===== config.mk =====
export PLATFORM = sky130hd
export DESIGN_NAME = rbst_cmp
export DESIGN_NICKNAME = d
export VERILOG_FILES = /design/src/hdl/rbst_pkg.sv /design/src/hdl/rbst_cmp.sv
export SDC_FILE = /design/constraint.sdc
export NUM_CORES = 1
export LEC_CHECK = 0
export BUFFER_PORTS_ARGS = -buffer_cell sky130_fd_sc_hd__clkbuf_2
export CORE_MARGIN = 2
export CORE_UTILIZATION = 56
export DETAILED_ROUTE_END_ITERATION = 16
export PLACE_DENSITY = 0.78
export SYNTH_ARGS = -nofsm -noshare
export SYNTH_HDL_FRONTEND = slang
export SYNTH_SLANG_ARGS = --single-unit

===== constraint.sdc =====
create_clock -name clk_i -period 3.5 [get_ports clk_i]
set_input_delay 0.175 -clock clk_i [delete_from_list [all_inputs] [get_ports clk_i]]
set_output_delay 0.175 -clock clk_i [all_outputs]
set_load 0.05 [all_outputs]

===== src/hdl/rbst_pkg.sv =====
package rbst_pkg;

  localparam int unsigned CFG_IDX_W = 3;
  localparam int unsigned SUB_LAT   = 3;
  // Quotient bits: hidden bit, 23 fraction bits, guard and round.
  localparam int unsigned Q_BITS    = 26;
  localparam int unsigned DIV_BITS  = 2;
  localparam int unsigned DIV_STEPS = Q_BITS / DIV_BITS;
  localparam int unsigned DIV_LAT   = DIV_STEPS + 2;
  localparam int unsigned CMP_LAT   = 3;
  localparam int unsigned PIPE_LAT  = SUB_LAT + DIV_LAT + CMP_LAT;

  localparam logic [31:0] QNAN_BITS = 32'h7FC0_0000;

  typedef enum logic [CFG_IDX_W-1:0] {
    CFG_A_X = 3'd0,
    CFG_A_Y = 3'd1,
    CFG_A_Z = 3'd2,
    CFG_B_X = 3'd3,
    CFG_B_Y = 3'd4,
    CFG_B_Z = 3'd5
  } cfg_reg_e;

  function automatic logic is_nan(logic [31:0] v);
    return (v[30:23] == 8'hFF) && (v[22:0] != 23'd0);
  endfunction

  function automatic logic is_inf(logic [31:0] v);
    return (v[30:0] == 31'h7F80_0000);
  endfunction

  function automatic logic is_zero(logic [31:0] v);
    return (v[30:0] == 31'd0);
  endfunction

  // Ordered greater-than; false whenever a NaN is involved, and zeros compare equal.
  function automatic logic fgt(logic [31:0] a, logic [31:0] b);
    logic [31:0] ka;
    logic [31:0] kb;
    ka = a[31] ? ~a : {1'b1, a[30:0]};
    kb = b[31] ? ~b : {1'b1, b[30:0]};
    return !is_nan(a) && !is_nan(b) && !(is_zero(a) && is_zero(b)) && (ka > kb);
  endfunction

  function automatic logic [5:0] lzc32(logic [31:0] v);
    logic [5:0] n;
    logic       found;
    n     = 6'd0;
    found = 1'b0;
    for (int i = 31; i >= 0; i--) begin
      if (!found) begin
        if (v[i]) found = 1'b1;
        else n = n + 6'd1;
      end
    end
    return n;
  endfunction

  // s[26:3] is the significand, s[2] guard, s[1] round, s[0] sticky.
  // exp is at least 1; a significand without its top bit is subnormal.
  function automatic logic [31:0] round_pack(logic sign, logic signed [11:0] exp,
                                             logic [26:0] s);
    logic              up;
    logic [24:0]       m;
    logic signed [11:0] e;
    up = s[2] & (s[1] | s[0] | s[3]);
    m  = {1'b0, s[26:3]} + {24'd0, up};
    e  = exp;
    if (m[24]) begin
      e = e + 12'sd1;
      m = m >> 1;
    end
    if (e >= 12'sd255) return {sign, 8'hFF, 23'd0};
    else if (!m[23]) return {sign, 8'd0, m[22:0]};
    else return {sign, e[7:0], m[22:0]};
  endfunction

endpackage


===== src/hdl/rbst_cmp.sv =====
module rbst_cmp (
  input  logic        clk_i,
  input  logic        en_i,
  input  logic [31:0] ta_i [3],
  input  logic [31:0] tb_i [3],
  output logic        hit_o
);
  import rbst_pkg::*;

  // Stage 1: order each axis interval.
  logic [31:0] lo_q [3];
  logic [31:0] hi_q [3];

  for (genvar a = 0; a < 3; a++) begin : g_axis
    logic sw;
    assign sw = fgt(ta_i[a], tb_i[a]);
    always_ff @(posedge clk_i) begin
      if (en_i) begin
        lo_q[a] <= sw ? tb_i[a] : ta_i[a];
        hi_q[a] <= sw ? ta_i[a] : tb_i[a];
      end
    end
  end

  // Stage 2: test x against y and merge.
  logic        rej1_q;
  logic [31:0] tmin_q, tmax_q, zlo_q, zhi_q;

  always_ff @(posedge clk_i) begin
    if (en_i) begin
      rej1_q <= fgt(lo_q[0], hi_q[1]) || fgt(lo_q[1], hi_q[0]);
      tmin_q <= fgt(lo_q[1], lo_q[0]) ? lo_q[1] : lo_q[0];
      tmax_q <= fgt(hi_q[0], hi_q[1]) ? hi_q[1] : hi_q[0];
      zlo_q  <= lo_q[2];
      zhi_q  <= hi_q[2];
    end
  end

  // Stage 3: test the merged interval against z.
  logic hit_q;

  always_ff @(posedge clk_i) begin
    if (en_i) hit_q <= !rej1_q && !fgt(tmin_q, zhi_q) && !fgt(zlo_q, tmax_q);
  end

  assign hit_o = hit_q;

endmodule


==> flow_summary.ini <==
[timing]
finalSetupTns_ns = 0
maximum_frequency_from_static_timing_analysis_ghz = 0.290
period_share_pct = 98.4
timing.final.hold_violations = 0
hold-worst-slack_ns = 0.0129
final.setup_skew_ns = 0.0166
timing.final.crit_period_ns = 3.44
layout_setup_ws_ns = 0.0552
timing.slew.headroom_pct = 33.2
worst_pin_slew_ns = 0.986
rsz0062_at_grt = true
final-setup-viol-count = 0
report.final.slew_viol_count = 0

[power_and_ir_drop]
power_frac_clock_pct = 25.6
net_switching_power_figure_uw = 5170
power.switching_fraction_pct = 34.0
pwr-share-seq_pct = 36.2
vdd.ir_drop.worst_mv = 0.332
power.density_nw_per_um2 = 532
leakage_uw = 0.0114
cellInternalPower_uw = 10000
power_frac_comb_pct = 38.2

[critical_path]
critPathMaxStageDelay_ns = 0.56
worstSetupPathType = primary input to flip-flop
worstPathCellList = dlygate4sd3_1, clkbuf_2, nor4_1, nand2_1, nor2_1, o311ai_1, a211oi_4, buf_12, mux2_2, dlygate4sd3_1
r2r_startpoint = lo_q[0][31]
crit_slowest_cell = dlygate4sd3_1
critical_path_required_ns = 3.80
reg2regPathDepth = 12
critical_path_end = lo_q[0][4]
timing.critical_path.from = tb_i[68]
cp_data_arrival_time_ns = 3.75
worstPathMaxFanout = 32
regToRegSetupSlack_ns = 0.11
worst_path_most_repeated_cell = dlygate4sd3_1
worst_r2r_endpoint = tmin_q[3]
critical_path.startpoint_type = primary input
end_kind = flip-flop

[clock_network]
number_of_sinks_handled_by_clock_tree_synthesis = 322
root_buffer = clkbuf_16
cts_clock_pin_slew_for_the_worst_setup_and_hold_paths_ns = 0.06
clock_tree.buffer_depth = 3
tritoncts.num_buffers = 36
cts-htree-levels = 2
cts_tree = built
worst_skew_pair.late_latency_ns = 0.56

[synthesis]
synth-seq-cells = 322
synthDistinctLibCells = 61
count_of_mapped_cells_out_of_synthesis = 2122
ys.flop_type = edfxtp_1
largest_area_contributor_in_the_netlist = edfxtp_1
synth_top_area_cells = edfxtp_1, ha_1, mux2_2
ys_seq_area_share_pct = 39.4
post_synth_instance_area_um2 = 24500
syn_nets = 2602
synth.cells.most_frequent = edfxtp_1, ha_1, xor2_1
synthesis.area_per_instance_um2 = 11.6
ys_async_sr_fraction_pct = 0
yosys.area.top_type_share_pct = 39.4
synth-edff-count = 322
yosys_warnings = 0
synth_most_common_cell = edfxtp_1

[die]
design.core.area_um2 = 43200
core.rowCount = 76
initial_utilization_pct = 56.8
die_h_um = 213
floorplan.die_area_um2 = 45500
pin_count = 195
width_of_the_die_um = 213

[route]
remaining_number_of_nets_flagged_by_the_antenna_check_after_routing = 0
routed_wl_um = 69200
routed_wire_length_per_instance_um = 22.9
viasPerCell = 6.19
first_pass_iters = 5
drt_drc_violations_left = 0
drt_iter0_markers = 1749
route.vias.total = 18706

[cells_and_area]
n_antenna_cell = 0
final_nets = 2894
nFillCells = 3275
share_of_cells_above_drive_strength_1_pct = 22.3
area.growth.synth_to_final_pct = 16.5

[place]
dp_slack_ns = 0.0883
finalWeightedCongestion = 1.01
detailed_place_hpwl_um = 53400
place.port_buffers = 194

[global_route]
grt_start_max_net_pins = 105
grt_first_pass_wirelength_um = 105000
grt_overflow = 0
grt_use_total_pct = 30.4
first_global_vias = 18577
initial_antenna_violation_count = 2

[min_path]
worstHoldPathType = primary input to flip-flop

[flow_run]
drv_cap = 0

[status]
status = finished, final reports clean
==> cell families after synthesis <==
kind of cell,synth area share (%)
XOR/XNOR,15.6
AND/OR/NAND/NOR,9.57
flip-flops,39.4
adder cells (fa/ha/maj),14.6
multiplexers,11.8
AO/OA/AOI/OAI,6.26
buffers and inverters,2.74
==> flip-flops by register name (all words and copies together), names as in the netlist <==
name	cells
hi_q	96
lo_q	96
tmax_q	32
tmin_q	32
zhi_q	32
zlo_q	32
hit_o	1
rej1_q	1
==> per-stage QoR <==
stage	instances	instance area [um^2]	power, uW	utilization, %
finish	3024	28600	15200	66.2
CTS	3021	28500	15100	66.0
detailed placement	2872	26400	11100	61.2
floorplan	2122	24500	9260	-
global route	3024	28600	16000	66.2
global placement	2872	26400	10800	61.2
==> metal layers <==
metal | part of all wire (%) | wire length (um) | track usage (%) | vias up
met5 | 0.032 | 22 | 0 | -
met4 | 3.4 | 2350 | 11.0 | 4
met3 | 8.3 | 5760 | 4.77 | 166
met2 | 46 | 31600 | 48.0 | 851
met1 | 43 | 29500 | 42.5 | 9088
li1 | - | - | - | 8597
==> layout by cell type, fill, tap and decap left out, types with 9 or more instances in the layout <==
| master | netlist | routed |
|---|---|---|
| mux2_1 | 26 | 26 |
| and4_1 | 10 | 10 |
| nor3_1 | 33 | 32 |
| buf_4 | 9 | 36 |
| a21oi_1 | 83 | 81 |
| clkbuf_2 | 0 | 192 |
| nand3_1 | 30 | 30 |
| o21ai_0 | 39 | 38 |
| a21o_1 | 45 | 45 |
| nor2b_1 | 16 | 16 |
| nand4_1 | 92 | 92 |
| buf_12 | 0 | 15 |
| dlygate4sd3_1 | 0 | 86 |
| mux2_2 | 227 | 227 |
| clkbuf_1 | 21 | 9 |
| ha_1 | 286 | 286 |
| xor2_1 | 240 | 239 |
| inv_1 | 70 | 70 |
| xnor2_1 | 198 | 197 |
| nor4_1 | 105 | 104 |
| clkbuf_16 | 0 | 38 |
| o211ai_1 | 9 | 9 |
| nand2_1 | 72 | 72 |
| a211oi_1 | 20 | 17 |
| nor2_1 | 55 | 54 |
| edfxtp_1 | 322 | 322 |
==> area by class of cell <==
cell class / count / area (um^2) / area share (%)
Tap cell: 585 / 732 / 2.56
Timing Repair Buffer: 334 / 2480 / 8.66
Sequential cell: 322 / 9670 / 33.8
Clock buffer: 45 / 935 / 3.27
Clock inverter: 18 / 251 / 0.880
Inverter: 70 / 263 / 0.919
Multi-Input combinational cell: 1650 / 14300 / 49.9
==> worst max-delay path, delay by kind of cell <==
family / cells / cell delay (ns)
AO/OA/AOI/OAI: 2 / 0.77
buffers and inverters: 4 / 1.50
multiplexers: 1 / 0.35
AND/OR/NAND/NOR: 3 / 0.92
==> power by group through the flow <==
stage	Clock (uW)	Sequential [uW]	Combinational (uW)
6_report	3890	5500	5800
5_1_grt	4080	5540	6420
4_1_cts	3940	5490	5680
3_5_place_dp	0	5560	5510
3_3_place_gp	0	5550	5230
2_1_floorplan	0	5320	3940
==> worst min path at each step <==
stage,end,cells after the start,from
6_report,lo_q[1][21],2,tb_i[53]
5_1_grt,hi_q[1][16],2,tb_i[48]
4_1_cts,lo_q[1][21],2,ta_i[53]
3_5_place_dp,zhi_q[23],0,hi_q[2][23]
3_3_place_gp,zhi_q[9],0,hi_q[2][9]
2_1_floorplan,hi_q[0][0],0,en_i
==> timing repair <==
action | CTS | global route
gates resized for setup | 0 | 15
hold endpoints to repair | 70 | 0
endpoints found under the setup margin | 0 | 91
hold buffers | 86 | 0
buffers inserted | 0 | 1
Note: power is estimated with default switching activity, not from simulation.
