==> src/hdl/rbst_pkg.sv <==
package rbst_pkg;

  localparam int unsigned CFG_IDX_W = 3;
  localparam int unsigned SUB_LAT   = 3;
  // Quotient bits: hidden bit, 23 fraction bits, guard and round.
  localparam int unsigned Q_BITS    = 26;
  localparam int unsigned DIV_BITS  = 2;
  localparam int unsigned DIV_STEPS = Q_BITS / DIV_BITS;
  localparam int unsigned DIV_LAT   = DIV_STEPS + 2;
  localparam int unsigned CMP_LAT   = 3;
  localparam int unsigned PIPE_LAT  = SUB_LAT + DIV_LAT + CMP_LAT;

  localparam logic [31:0] QNAN_BITS = 32'h7FC0_0000;

  typedef enum logic [CFG_IDX_W-1:0] {
    CFG_A_X = 3'd0,
    CFG_A_Y = 3'd1,
    CFG_A_Z = 3'd2,
    CFG_B_X = 3'd3,
    CFG_B_Y = 3'd4,
    CFG_B_Z = 3'd5
  } cfg_reg_e;

  function automatic logic is_nan(logic [31:0] v);
    return (v[30:23] == 8'hFF) && (v[22:0] != 23'd0);
  endfunction

  function automatic logic is_inf(logic [31:0] v);
    return (v[30:0] == 31'h7F80_0000);
  endfunction

  function automatic logic is_zero(logic [31:0] v);
    return (v[30:0] == 31'd0);
  endfunction

  // Ordered greater-than; false whenever a NaN is involved, and zeros compare equal.
  function automatic logic fgt(logic [31:0] a, logic [31:0] b);
    logic [31:0] ka;
    logic [31:0] kb;
    ka = a[31] ? ~a : {1'b1, a[30:0]};
    kb = b[31] ? ~b : {1'b1, b[30:0]};
    return !is_nan(a) && !is_nan(b) && !(is_zero(a) && is_zero(b)) && (ka > kb);
  endfunction

  function automatic logic [5:0] lzc32(logic [31:0] v);
    logic [5:0] n;
    logic       found;
    n     = 6'd0;
    found = 1'b0;
    for (int i = 31; i >= 0; i--) begin
      if (!found) begin
        if (v[i]) found = 1'b1;
        else n = n + 6'd1;
      end
    end
    return n;
  endfunction

  // s[26:3] is the significand, s[2] guard, s[1] round, s[0] sticky.
  // exp is at least 1; a significand without its top bit is subnormal.
  function automatic logic [31:0] round_pack(logic sign, logic signed [11:0] exp,
                                             logic [26:0] s);
    logic              up;
    logic [24:0]       m;
    logic signed [11:0] e;
    up = s[2] & (s[1] | s[0] | s[3]);
    m  = {1'b0, s[26:3]} + {24'd0, up};
    e  = exp;
    if (m[24]) begin
      e = e + 12'sd1;
      m = m >> 1;
    end
    if (e >= 12'sd255) return {sign, 8'hFF, 23'd0};
    else if (!m[23]) return {sign, 8'd0, m[22:0]};
    else return {sign, e[7:0], m[22:0]};
  endfunction

endpackage

==> src/hdl/rbst_fdiv.sv <==
module rbst_fdiv (
  input  logic        clk_i,
  input  logic        en_i,
  input  logic [31:0] n_i,
  input  logic [31:0] d_i,
  output logic [31:0] res_o
);
  import rbst_pkg::*;

  // Prep stage: specials, normalize subnormal operands, exponent.
  logic [23:0]        mn, md, mnn, mdn;
  logic [4:0]         lzn, lzd;
  logic signed [11:0] en_e, ed_e, ex0;
  logic               lt, nan0, inf0, zro0;
  logic [24:0]        rem0;

  always_comb begin
    mn   = {n_i[30:23] != 8'd0, n_i[22:0]};
    md   = {d_i[30:23] != 8'd0, d_i[22:0]};
    lzn  = 5'(lzc32({mn, 8'hFF}));
    lzd  = 5'(lzc32({md, 8'hFF}));
    mnn  = mn << lzn;
    mdn  = md << lzd;
    en_e = $signed({4'd0, (n_i[30:23] == 8'd0) ? 8'd1 : n_i[30:23]}) -
           $signed({7'd0, lzn});
    ed_e = $signed({4'd0, (d_i[30:23] == 8'd0) ? 8'd1 : d_i[30:23]}) -
           $signed({7'd0, lzd});
    lt   = mnn < mdn;
    rem0 = lt ? {mnn, 1'b0} : {1'b0, mnn};
    ex0  = en_e - ed_e + 12'sd127 - $signed({11'd0, lt});
    nan0 = is_nan(n_i) || is_nan(d_i) || (is_zero(n_i) && is_zero(d_i)) ||
           (is_inf(n_i) && is_inf(d_i));
    inf0 = !nan0 && (is_zero(d_i) || is_inf(n_i));
    zro0 = !nan0 && !inf0 && (is_zero(n_i) || is_inf(d_i));
  end

  logic [24:0]        rem_q  [DIV_STEPS+1];
  logic [25:0]        quo_q  [DIV_STEPS+1];
  logic [23:0]        md_q   [DIV_STEPS+1];
  logic signed [11:0] ex_q   [DIV_STEPS+1];
  logic               sign_q [DIV_STEPS+1];
  logic               nan_q  [DIV_STEPS+1];
  logic               inf_q  [DIV_STEPS+1];
  logic               zro_q  [DIV_STEPS+1];

  always_ff @(posedge clk_i) begin
    if (en_i) begin
      rem_q[0]  <= rem0;
      quo_q[0]  <= '0;
      md_q[0]   <= mdn;
      ex_q[0]   <= ex0;
      sign_q[0] <= n_i[31] ^ d_i[31];
      nan_q[0]  <= nan0;
      inf_q[0]  <= inf0;
      zro_q[0]  <= zro0;
    end
  end

  // Restoring division, a fixed number of quotient bits per stage.
  for (genvar k = 0; k < DIV_STEPS; k++) begin : g_step
    logic [24:0] r_c;
    logic [25:0] q_c;

    always_comb begin
      r_c = rem_q[k];
      q_c = quo_q[k];
      for (int j = 0; j < DIV_BITS; j++) begin
        if (r_c >= {1'b0, md_q[k]}) begin
          r_c = r_c - {1'b0, md_q[k]};
          q_c = {q_c[24:0], 1'b1};
        end else begin
          q_c = {q_c[24:0], 1'b0};
        end
        r_c = {r_c[23:0], 1'b0};
      end
    end

    always_ff @(posedge clk_i) begin
      if (en_i) begin
        rem_q[k+1]  <= r_c;
        quo_q[k+1]  <= q_c;
        md_q[k+1]   <= md_q[k];
        ex_q[k+1]   <= ex_q[k];
        sign_q[k+1] <= sign_q[k];
        nan_q[k+1]  <= nan_q[k];
        inf_q[k+1]  <= inf_q[k];
        zro_q[k+1]  <= zro_q[k];
      end
    end
  end

  // Final stage: shift into the subnormal range if needed, round, pack.
  logic [26:0]        s27, sf;
  logic signed [11:0] shv, ef;
  logic [4:0]         shc;
  logic [53:0]        wide;
  logic [31:0]        res_d, res_q;

  always_comb begin
    s27  = {quo_q[DIV_STEPS], rem_q[DIV_STEPS] != 25'd0};
    shv  = 12'sd1 - ex_q[DIV_STEPS];
    shc  = (shv > 12'sd27) ? 5'd27 : shv[4:0];
    wide = {s27, 27'd0} >> shc;
    if (ex_q[DIV_STEPS] < 12'sd1) begin
      sf = {wide[53:28], wide[27] | (|wide[26:0])};
      ef = 12'sd1;
    end else begin
      sf = s27;
      ef = ex_q[DIV_STEPS];
    end
    if (nan_q[DIV_STEPS]) res_d = QNAN_BITS;
    else if (inf_q[DIV_STEPS]) res_d = {sign_q[DIV_STEPS], 8'hFF, 23'd0};
    else if (zro_q[DIV_STEPS]) res_d = {sign_q[DIV_STEPS], 31'd0};
    else res_d = round_pack(sign_q[DIV_STEPS], ef, sf);
  end

  always_ff @(posedge clk_i) begin
    if (en_i) res_q <= res_d;
  end

  assign res_o = res_q;

endmodule

==> config.mk <==
export PLATFORM = sky130hd
export DESIGN_NAME = rbst_fdiv
export DESIGN_NICKNAME = d
export VERILOG_FILES = /design/src/hdl/rbst_pkg.sv /design/src/hdl/rbst_fdiv.sv
export SDC_FILE = /design/constraint.sdc
export NUM_CORES = 2
export LEC_CHECK = 0
export ABC_AREA = 1
export BUFFER_PORTS_ARGS = -buffer_cell sky130_fd_sc_hd__buf_2
export CORE_MARGIN = 8
export CORE_UTILIZATION = 45
export DETAILED_ROUTE_END_ITERATION = 8
export SETUP_SLACK_MARGIN = 0.5
export SLEW_MARGIN = 5
export SYNTH_ARGS = -nofsm -noshare
export SYNTH_HDL_FRONTEND = slang
export SYNTH_SLANG_ARGS = --single-unit
==> constraint.sdc <==
create_clock -name clk_i -period 22.3 [get_ports clk_i]
set_input_delay 6.69 -clock clk_i [delete_from_list [all_inputs] [get_ports clk_i]]
set_output_delay 6.69 -clock clk_i [all_outputs]
set_load 0.05 [all_outputs]
==> impl_metrics.py <==
metrics = {
    "sta": {
        "fmax_mhz": 47.4,
        "holdWs_ps": 354,
        "min_period_ps": 21110,
        "slew_violations": 0,
        "hold_violations": 0,
        "setup_viol": 0,
        "max_slew.worst_pin.slew_ps": 1280,
        "setup_tns_ps": 0,
        "finalCritPeriodShare": 0.947,
        "max-slew-margin-rel": 0.121,
        "fin_skew_ps": 64.3,
        "rsz0062_at_grt": "false",
    },
    "finish": {
        "seq_area_sq_um": 32600,
        "drive_above_1_share": 0.0857,
        "nets": 9531,
        "multi_input_area_sq_um": 38400,
        "area_delta_synth_final_pct": 12.0,
        "fill_cells": 15498,
        "stdcell_count": 11039,
    },
    "setup_path": {
        "crit_required_ps": 22820,
        "reg2reg_from": "md_q[0][97]",
        "crit_fanout": 6,
        "crit_slowest_cell": "fa_2",
        "cp_data_arrival_time_ps": 21630,
        "worstSetupEndpointType": "flop",
        "critPathLaunchType": "input pin",
        "max_stage_delay_ps": 370,
        "crit_top_cell": "ha_4",
        "cp-startpoint": "d_i[30]",
        "critPathKind": "input pin to flop",
        "rr_worst_depth": 52,
    },
    "global_routing": {
        "antenna_found_initial": 2,
        "grt_max_degree": 166,
        "grt_pass1_vias": 55752,
        "grt.overflow.total": 0,
        "grt_use_total": 0.202,
        "grt_first_pass_wirelength_microns": 296000,
    },
    "synth": {
        "ys_top_cells_by_count": "nand2_1 (1,689), edfxtp_1 (1,087), inv_1 (974), o21ai_0 (755), a21oi_1 (752)",
        "netlist_area_sq_um": 75000,
        "syn_area_per_cell_sq_um": 8.85,
        "synth-edff-count": 1087,
        "syn-num-nets": 9277,
        "ys_ff_latch": 1087,
        "synth_top_area_cell": "edfxtp_1",
        "synth_area_leaders": "edfxtp_1 (44%), ha_1 (12%), nand2_1 (8.5%)",
        "ys.flop_type": "edfxtp_1",
        "ys_async_sr_fraction": 0,
        "postSynthCellCount": 8476,
        "yosysWarnings": 0,
        "synth.distinct_cells": 74,
        "synth.top_cell.area_share": 0.435,
        "synth_most_common_cell": "nand2_1",
        "synth.yosys.seq_area_share": 0.435,
    },
    "placed_design": {
        "routabilityCongestion": 0.892,
        "dpl.cell_count": 10777,
        "hpwl_microns": 149000,
        "port_buffers": 97,
    },
    "power": {
        "p_per_area_nw_per_um2": 172,
        "power.leakage_uw": 0.0365,
        "peakVddDrop_mv": 0.132,
    },
    "drt": {
        "drt_iter0_drc": 3917,
        "antenna_left": 0,
        "post_drt_wl_per_cell_microns": 17.1,
        "drt-pass1-iter-count": 5,
        "routed_wl_microns": 188000,
        "route.detailed.drc": 0,
        "vias": 58335,
        "vias_per_cell": 5.28,
    },
    "cts": {
        "cts_max_level": 3,
        "clkTransAtPathRegs_ps": 70,
        "cts_inserted_buffers": 118,
        "clk_latency_ps": 770,
        "cts_sinks": 1087,
        "cts_root_buffer": "clkbuf_16",
        "tritoncts": "yes",
        "clock_path_buffers": 3,
        "cts_hold_buf": 0,
    },
    "floorplan": {
        "die_h_microns": 424,
        "placementRows": 150,
        "die_w_microns": 424,
        "ios": 98,
        "initial_core_util": 0.451,
        "coreArea_sq_um": 166000,
        "design.die.area_sq_um": 180000,
    },
    "job": {
        "cap_violations": 0,
    },
    "outcome": {
        "status": "finished, final reports clean",
    },
    "hold_path": {
        "min_path_cells": 0,
        "hp-class": "flop to flop",
        "min_from": "inf_q[0][0]",
    },
}
cells by family after synthesis:
kind of cell	share of synthesized area
compound gates	0.138
xor+xnor	0.0733
fa+ha+maj	0.125
buf+inv	0.0624
flops	0.435
mux	0.00215
simple gates	0.165
power by group:
part / switching (uW) / internal (uW) / leakage, uW
combinational: 5470 / 3440 / 0.0240
clock: 843 / 1140 / 0.00193
sequential: 292 / 3250 / 0.0106
stage by stage:
step	setup WS [ps]	total power (uW)	cell area, sq um	utilization
3_3_place_gp	-641	12300	79000	0.475
3_5_place_dp	-651	12400	79000	0.475
5_1_grt	320	15800	84000	0.505
4_1_cts	501	14500	83300	0.501
2_1_floorplan	545	10300	75100	-
6_report	1190	14400	84000	0.505
cell type report:
cell class | count | share of cell area
Multi-Input combinational cell | 6179 | 0.458
Sequential cell | 1087 | 0.389
Inverter | 1029 | 0.0465
Clock buffer | 127 | 0.0356
Tap cell | 2204 | 0.0328
Timing Repair Buffer | 313 | 0.0265
Clock inverter | 96 | 0.0121
Timing Repair inverter | 2 | 0.000179
Antenna cell | 2 | 0.0000596
state kept, by name (all words and copies together), names as in the netlist:
name	cells
rem_q	337
md_q	312
quo_q	182
ex_q	168
res_o	32
inf_q	14
nan_q	14
sign_q	14
zro_q	14
final timing paths:
path,end,slack (ps)
setup reg to reg,rem_q[0][139],12170
hold reg to reg,inf_q[0][1],350
setup / recovery,ex_q[0][9],1190
hold / removal,inf_q[0][1],350
critical path: cells and delay by family:
family                   cells  cell delay, ps
adder cells (fa/ha/maj)     26            6360
AND/OR/NAND/NOR             46            4390
AO/OA/AOI/OAI               13            2130
buffers and inverters       24            1890
XOR/XNOR                     1             140
routing by layer:
layer	vias up	share of wire	track usage
met3	283	0.034	0.0212
met5	-	0	0
met1	27137	0.45	0.263
met4	0	0.029	0.0586
li1	29820	-	-
met2	1095	0.49	0.356
what timing repair did:
| item | CTS | global route |
|---|---|---|
| setup buffers | 15 | 19 |
| pin swaps | 23 | 106 |
| gates cloned | 1 | 2 |
| gates resized for setup | 28 | 140 |
| endpoints found under the setup margin | 5 | 12 |
layout by cell type, fill, tap and decap left out, types with 21 or more instances in the layout:
master     synthesis  layout
o211ai_1          30      30
nor2_1           597     583
inv_2             30      45
nand4_1           85      85
nor3_1            64      63
xnor2_1          359     359
inv_1            974     954
ha_1             716     694
buf_2             10      96
nand3_1          340     334
nand2_1         1689    1663
clkinv_1          19      45
a31oi_1           24      21
a21oi_1          752     743
buf_4              5     205
a21o_1            29      29
a211oi_1          38      30
a221o_1           50      50
xor2_1           269     269
clkbuf_16          0     118
o21ai_0          755     731
nand2_2           11      28
o21ai_1           19      27
nor4_1            41      41
o21bai_1          66      66
ha_4               0      22
nor2_2            15      25
edfxtp_1        1087    1087
clkinv_2           0      23
No activity file was read; power rests on OpenSTA's default activity.
